$ cat config.mk
export PLATFORM = sky130hd
export DESIGN_NAME = sbdix_response_parser_top
export DESIGN_NICKNAME = d
export VERILOG_FILES = /design/src/rtl/sbdix_pkg.sv /design/src/rtl/sbdix_response_parser_top.sv
export SDC_FILE = /design/constraint.sdc
export NUM_CORES = 1
export LEC_CHECK = 0
export BUFFER_PORTS_ARGS = -buffer_cell sky130_fd_sc_hd__buf_2
export CORE_ASPECT_RATIO = 0.6
export CORE_MARGIN = 4
export CORE_UTILIZATION = 29
export DETAILED_ROUTE_END_ITERATION = 12
export PLACE_DENSITY = 0.6
export SYNTH_ARGS = -nofsm -noshare
export SYNTH_HDL_FRONTEND = slang
export SYNTH_SLANG_ARGS = --single-unit
$ cat constraint.sdc
create_clock -name clk -period 6.2 [get_ports clk]
set_input_delay 1.24 -clock clk [delete_from_list [all_inputs] [get_ports clk]]
set_output_delay 1.24 -clock clk [all_outputs]
set_load 0.005 [all_outputs]
$ cat src/rtl/sbdix_pkg.sv
// Package for the session-reply parser: character codes, field and status
// codes and the parse-state type. No dependencies.
package sbdix_pkg;

  // Character codes
  localparam logic [7:0] CH_CR     = 8'h0D;
  localparam logic [7:0] CH_RPAREN = 8'h29;
  localparam logic [7:0] CH_COLON  = 8'h3A;
  localparam logic [7:0] CH_COMMA  = 8'h2C;
  localparam logic [7:0] CH_SPACE  = 8'h20;
  localparam logic [7:0] CH_ZERO   = 8'h30;
  localparam logic [7:0] CH_ONE    = 8'h31;
  localparam logic [7:0] CH_TWO    = 8'h32;
  localparam logic [7:0] CH_NINE   = 8'h39;

  // Reply field codes
  localparam logic [2:0] FLD_HEADER = 3'd0;
  localparam logic [2:0] FLD_MO     = 3'd1;
  localparam logic [2:0] FLD_SKIP2  = 3'd2;
  localparam logic [2:0] FLD_MT     = 3'd3;
  localparam logic [2:0] FLD_SKIP4  = 3'd4;
  localparam logic [2:0] FLD_SKIP5  = 3'd5;
  localparam logic [2:0] FLD_QUEUE  = 3'd6;

  // Incoming status codes
  localparam logic [1:0] MT_NONE     = 2'd0;
  localparam logic [1:0] MT_RECEIVED = 2'd1;
  localparam logic [1:0] MT_ERROR    = 2'd2;

  localparam logic [6:0] QUEUE_MAX = 7'd127;

  // Register map
  localparam int unsigned      PADDR_W          = 3;
  localparam logic [0:0]       REG_EXPECTED     = 1'b0;
  localparam logic [3:0]       EXPECTED_RESET   = 4'd5;

  typedef struct packed {
    logic [3:0] terminator_count;
    logic [2:0] field_index;
    logic       sent_flag;
    logic       digit_seen;
    logic [1:0] receive_status;
    logic [6:0] queue_accumulator;
    logic       number_started;
    logic       number_done;
  } parse_state_t;

  localparam parse_state_t PARSE_CLEAR = '{
    terminator_count:  4'd0,
    field_index:       FLD_HEADER,
    sent_flag:         1'b1,
    digit_seen:        1'b0,
    receive_status:    MT_NONE,
    queue_accumulator: 7'd0,
    number_started:    1'b0,
    number_done:       1'b0
  };

  // Result item as packed on the output tdata (highest bits first)
  typedef struct packed {
    logic [6:0] queued_count;
    logic [1:0] mt_status;
    logic       sent_ok;
  } result_t;

endpackage

$ cat src/rtl/sbdix_response_parser_top.sv
// Top level of the session-reply parser: byte stream in, one result item per
// framed reply out, APB register for the terminator count.
// Depends on sbdix_pkg.
//
//  channel   direction  payload                                  handshake
//  s_*       in         tdata[7:0] rx_byte, tuser[0] restart     tvalid/tready
//  m_*       out        tdata[0] sent_ok, [2:1] mt_status,       tvalid/tready
//                       [9:3] queued_count, [15:10] zero
//  APB       in/out     paddr[2:0], pwdata/prdata[3:0] used      pready tied high
//
// One byte is taken per cycle while s_tready is high; the parse-state
// update and the terminator compare sit in one combinational step ahead of
// the state registers. A result is registered on m_* or, while m_* holds a
// stalled result, in the one-entry skid stage; output register plus skid
// stage keep s_tready high while a result waits; s_tready drops only when both hold a result.
// rst is synchronous: it clears parse state, both result slots and sets
// expected_terminators to 5.
module sbdix_response_parser_top (
  input  logic        clk,
  input  logic        rst,
  // byte stream
  input  logic        s_tvalid,
  output logic        s_tready,
  input  logic [7:0]  s_tdata,   // [7:0] rx_byte
  input  logic [0:0]  s_tuser,   // [0] restart
  // result stream
  output logic        m_tvalid,
  input  logic        m_tready,
  output logic [15:0] m_tdata,   // [0] sent_ok, [2:1] mt_status, [9:3] queued_count
  // configuration
  input  logic        psel,
  input  logic        penable,
  input  logic        pwrite,
  input  logic [sbdix_pkg::PADDR_W-1:0] paddr,
  input  logic [31:0] pwdata,
  output logic [31:0] prdata,
  output logic        pready
);

  logic [3:0]              expected_terminators;
  sbdix_pkg::parse_state_t state;
  sbdix_pkg::parse_state_t state_next;
  sbdix_pkg::parse_state_t cur;
  sbdix_pkg::parse_state_t parsed;
  sbdix_pkg::result_t      result_next;
  sbdix_pkg::result_t      out_data;
  sbdix_pkg::result_t      skid_data;
  logic                    out_valid;
  logic                    skid_valid;
  logic                    fire;
  logic                    accept;
  logic                    produce;
  logic                    take;
  logic [7:0]              b;
  logic [10:0]             qsum;

  // ---------------------------------------------------------------------
  // Configuration port: register 0 is expected_terminators
  // ---------------------------------------------------------------------
  assign pready = 1'b1;

  always_ff @(posedge clk) begin
    if (rst) begin
      expected_terminators <= sbdix_pkg::EXPECTED_RESET;
    end else if (psel && penable && pwrite && pready &&
                 (paddr[2] == sbdix_pkg::REG_EXPECTED)) begin
      expected_terminators <= pwdata[3:0];
    end
  end

  always_comb begin
    prdata = 32'd0;
    if (paddr[2] == sbdix_pkg::REG_EXPECTED) begin
      prdata = {28'd0, expected_terminators};
    end
  end

  // ---------------------------------------------------------------------
  // Byte parse: restart clears first, then the byte updates the fields,
  // then terminators are counted on the updated state.
  // ---------------------------------------------------------------------
  assign b = s_tdata;

  always_comb begin
    cur    = s_tuser[0] ? sbdix_pkg::PARSE_CLEAR : state;
    parsed = cur;
    qsum   = ({4'd0, cur.queue_accumulator} * 11'd10) + {7'd0, b[3:0]};

    case (cur.field_index)
      sbdix_pkg::FLD_HEADER: begin
        if (b == sbdix_pkg::CH_COLON) parsed.field_index = sbdix_pkg::FLD_MO;
      end
      sbdix_pkg::FLD_MO: begin
        if (b == sbdix_pkg::CH_SPACE) begin
          // skip padding
        end else if (b == sbdix_pkg::CH_COMMA) begin
          parsed.digit_seen  = 1'b0;
          parsed.field_index = sbdix_pkg::FLD_SKIP2;
        end else if (b == sbdix_pkg::CH_ZERO || b == sbdix_pkg::CH_ONE ||
                     b == sbdix_pkg::CH_TWO) begin
          // a second status digit spoils the flag
          parsed.sent_flag  = !cur.digit_seen;
          parsed.digit_seen = 1'b1;
        end else begin
          parsed.sent_flag  = 1'b0;
          parsed.digit_seen = 1'b1;
        end
      end
      sbdix_pkg::FLD_MT: begin
        if (b == sbdix_pkg::CH_COMMA) begin
          parsed.field_index = sbdix_pkg::FLD_SKIP4;
        end else if (b == sbdix_pkg::CH_SPACE) begin
          // skip padding
        end else if (b == sbdix_pkg::CH_ZERO) begin
          parsed.receive_status = sbdix_pkg::MT_NONE;
        end else if (b == sbdix_pkg::CH_ONE) begin
          parsed.receive_status = sbdix_pkg::MT_RECEIVED;
        end else begin
          parsed.receive_status = sbdix_pkg::MT_ERROR;
        end
      end
      sbdix_pkg::FLD_SKIP2, sbdix_pkg::FLD_SKIP4, sbdix_pkg::FLD_SKIP5: begin
        if (b == sbdix_pkg::CH_COMMA) parsed.field_index = cur.field_index + 3'd1;
      end
      default: begin
        // queued-message count; only read when a message came in
        if (cur.receive_status == sbdix_pkg::MT_RECEIVED && !cur.number_done) begin
          if (b >= sbdix_pkg::CH_ZERO && b <= sbdix_pkg::CH_NINE) begin
            parsed.queue_accumulator = (qsum > {4'd0, sbdix_pkg::QUEUE_MAX}) ?
                                       sbdix_pkg::QUEUE_MAX : qsum[6:0];
            parsed.number_started = 1'b1;
          end else if (b == sbdix_pkg::CH_SPACE && !cur.number_started) begin
            // leading space
          end else begin
            parsed.number_done = 1'b1;
          end
        end
      end
    endcase

    fire = 1'b0;
    if (b == sbdix_pkg::CH_CR || b == sbdix_pkg::CH_RPAREN) begin
      parsed.terminator_count = cur.terminator_count + 4'd1;
      fire = (parsed.terminator_count == expected_terminators);
    end

    result_next.sent_ok      = parsed.sent_flag;
    result_next.mt_status    = parsed.receive_status;
    result_next.queued_count = (parsed.receive_status == sbdix_pkg::MT_RECEIVED) ?
                               parsed.queue_accumulator : 7'd0;

    // the reply is complete: start afresh
    state_next = fire ? sbdix_pkg::PARSE_CLEAR : parsed;
  end

  // ---------------------------------------------------------------------
  // Handshakes
  // ---------------------------------------------------------------------
  assign s_tready = !skid_valid;
  assign accept   = s_tvalid && s_tready;
  assign produce  = accept && fire;
  assign take     = out_valid && m_tready;

  always_ff @(posedge clk) begin
    if (rst) begin
      state <= sbdix_pkg::PARSE_CLEAR;
    end else if (accept) begin
      state <= state_next;
    end
  end

  // Output register with a one-entry skid stage behind it
  always_ff @(posedge clk) begin
    if (rst) begin
      out_valid  <= 1'b0;
      skid_valid <= 1'b0;
    end else if (take) begin
      if (skid_valid) begin
        // advance the waiting item; no new item is taken while skid is full
        out_valid  <= 1'b1;
        skid_valid <= 1'b0;
      end else begin
        out_valid <= produce;
      end
    end else if (produce) begin
      if (!out_valid) begin
        out_valid <= 1'b1;
      end else begin
        skid_valid <= 1'b1;
      end
    end
  end

  always_ff @(posedge clk) begin
    if (take) begin
      out_data <= skid_valid ? skid_data : result_next;
    end else if (produce && !out_valid) begin
      out_data <= result_next;
    end
    if (produce && out_valid && !take) begin
      skid_data <= result_next;
    end
  end

  assign m_tvalid = out_valid;
  assign m_tdata  = {6'd0, out_data};

endmodule

==> reports/qor.yml <==
critical_path:
  crit_required_ps: 6210
  crit_chain: "buf_2, clkinv_1, nand2_1, inv_1, ha_1, or3b_2, nor4b_2, o2111ai_1, a211oi_1, o31ai_1"
  crit_cells: 10
  critPathTopFamily: "compound AO/OA/AOI/OAI gates"
  start_kind: "primary input"
  worst_setup_path_end_kind: "register"
  crit_type: "in -> reg"
  worstSetupEndpoint: "m_tdata[5]"
  slowest_stage: "a211oi_1"
  path_buf_inv: 3
  path_max_fanout: 22
  worstSetupStartpoint: "s_tuser"
  rr_startpoint: "state[4]"
  rr_worst_depth: 8
  arrival_ps: 4620
  r2r_slack_ps: 3000
  r2r_end: "m_tdata[5]"
  slowest_delay_ps: 560
clocking:
  cts.hold.buffers_added: 0
  cts_tree: "yes"
  htreeDepth: 2
  cts_root_buf: "clkbuf_16"
  clock_latency_ps: 290
  cts.sinks: 46
  clk_path_buf_depth: 2
  postCtsSetupBuffers: 0
  cts_resized: 0
  cts_inserted_buffers: 5
  cts.reportedPaths.clkPinSlew_ps: 70
pwr:
  combPwrFrac: 0.067
  ir_worst_vdd_v: 0.0000946
  switchingPower_mw: 0.149
  powerDensity_nw_per_um2: 174
  p_sw_frac: 0.229
  p_int_mw: 0.501
  seqPwrFrac: 0.484
  p_leak_nw: 1.50
  p_clk_frac: 0.449
floorplan:
  rows: 30
  die_h_um: 91.2
  start_util: 0.296
  die_w_um: 147
  dieArea_um2: 13400
  core_area_um2: 11300
  ios: 102
place:
  gp_congestion: 0.844
  port_buffers: 36
  dp.cells: 556
  place_hpwl_um: 6590
cells_and_area:
  fin_util: 0.330
  drive_gt1_frac: 0.166
  area_growth_pct: 11.5
  instances_no_fill: 564
  n_fill_cell: 1189
  layout_commonest_cell: "buf_2"
  layout_common_cells: "buf_2 (36), conb_1 (35), nand2_1 (33)"
  nets: 470
  antenna_cells: 0
timing:
  fmax_mhz: 217
  finalSetupViolations: 0
  final.setup.tns_ps: 0
  hold_viol_final: 0
  period_share: 0.745
  drv_slew: 0
  period_needed_ps: 4620
  rsz0062_at_grt: "false"
  worst_pin_slew_ps: 1060
  max_slew_margin: 0.289
  clock_skew_ps: 7.69
logic_synthesis:
  ys_ff_latch: 46
  synth.area.top_cells: "edfxtp_1 (18%), dfxtp_1 (16%), buf_4 (8.1%)"
  synth_top_area_share: 0.180
  synth_edf_count: 20
  synth-warning-count: 0
  syn_inst: 368
  yosysUniqueCellTypes: 68
  synthFlopType: "dfxtp_1"
  ys_seq_area_frac: 0.335
  syn-cell-area_um2: 3340
  postSynth.asyncResetShare: 0
  synth.avg_cell_area_um2: 9.08
  synth_largest_area_cell: "edfxtp_1"
route:
  firstDrtPassIters: 4
  avgRoutedWirePerCell_um: 14.6
  met1_length_um: 4160
  dr_wl_met3_um: 369
  vias: 2693
  highest_layer: "met4"
  drt_wl_total_um: 8240
  dr.first_iter.drc_count: 172
  ant_nets: 0
  wl_met2_um: 3690
  drc: 0
  post_drt_via_cell_ratio: 4.77
global_route:
  grt_antenna_before_repair: 0
  overflow: 0
  grt_pass1_vias: 2613
  grt_max_degree: 23
  grt_usage: 0.122
  grt_pass1_wl_um: 13300
job:
  drv_cap: 0
run_status:
  status: "finished, final reports clean"
min_path:
  hp-class: "reg -> reg"
[cells in the mapped netlist (2+ instances only)]
master,n
nand2b_1,3
xnor2_1,13
nand4_1,7
nand4bb_1,2
nand3_1,5
a22o_1,3
inv_1,13
clkbuf_1,5
mux2_2,3
a211o_1,4
or2_2,2
a21o_1,5
a31o_2,3
o21ai_1,3
o211ai_1,4
conb_1,2
edfxtp_1,20
nor3_1,16
a21oi_1,12
o32a_1,2
xor2_1,7
buf_4,36
nand2_1,33
nor2b_1,17
dfxtp_1,26
mux2i_1,5
and2_1,4
and3_1,2
ha_1,15
o31ai_1,15
nor2_1,26
a211oi_1,6
a221oi_1,2
o21ai_0,11
nand3b_1,2
buf_2,2
[kinds of logic after synthesis]
family          count (synthesis)  synth area share
compound gates                 87             0.198
xor+xnor                       20            0.0524
fa+ha+maj                      16            0.0621
buf+inv                        57             0.105
flops                          46             0.335
mux                             8            0.0251
other cells                     2           0.00225
simple gates                  132             0.219
[worst reg2reg max path: stages (launching register included)]
cell and delay [ps]:
dfxtp_1 500, xnor2_1 160, nor2_1 60, ha_1 370
and4b_1 260, a311oi_1 520, nand4_2 320, a211oi_1 520
o31ai_1 210
[metal layers]
| metal | track usage | vias to the layer above |
|---|---|---|
| met5 | 0 | - |
| met2 | 0.185 | 43 |
| met1 | 0.177 | 1298 |
| met3 | 0.0314 | 2 |
| li1 | - | 1350 |
| met4 | 0.0172 | 0 |
[per-stage QoR]
step,hold WS (ps),area (µm²),total power [mW],setup WS (ps)
final,486,3730,0.650,1580
after global routing,501,3730,0.677,1310
after CTS,483,3730,0.659,1640
after detailed placement,466,3560,0.365,1340
after global placement,449,3560,0.364,1370
after floorplan,442,3470,0.363,2410
[flip-flops by register name, indices dropped and copies added (netlist names)]
| signal | cells |
|---|---|
| expected_terminators | 4 |
| state | 20 |
| skid_valid | 1 |
| skid_data | 10 |
| m_tdata | 10 |
| m_tvalid | 1 |
[worst min path at each step]
stage | endpoint | slack (ps) | cells after the start | from
2_1_floorplan | state[14] | 440 | 1 | state[14]
3_3_place_gp | state[14] | 450 | 1 | state[14]
3_5_place_dp | state[13] | 470 | 1 | state[13]
4_1_cts | state[11] | 480 | 2 | state[11]
5_1_grt | state[11] | 500 | 2 | state[11]
6_report | state[2] | 490 | 2 | state[2]
[cell type report]
class | instances | area [µm²] | area share
inverter | 14 | 52.6 | 0.0141
sequential | 46 | 1120 | 0.301
clock buffer | 6 | 150 | 0.0403
clock inverter | 2 | 15.0 | 0.00403
tap | 160 | 200 | 0.0537
multi-input combinational | 298 | 1990 | 0.535
timing repair buffer | 38 | 195 | 0.0523
[power by group through the flow]
stage	Sequential, mW	Clock [mW]	Combinational, mW
3_3_place_gp	0.322	0	0.0419
2_1_floorplan	0.321	0	0.0418
6_report	0.315	0.292	0.0434
3_5_place_dp	0.322	0	0.0432
5_1_grt	0.315	0.313	0.0493
4_1_cts	0.315	0.301	0.0433
Power figures use the tool's default switching activity.
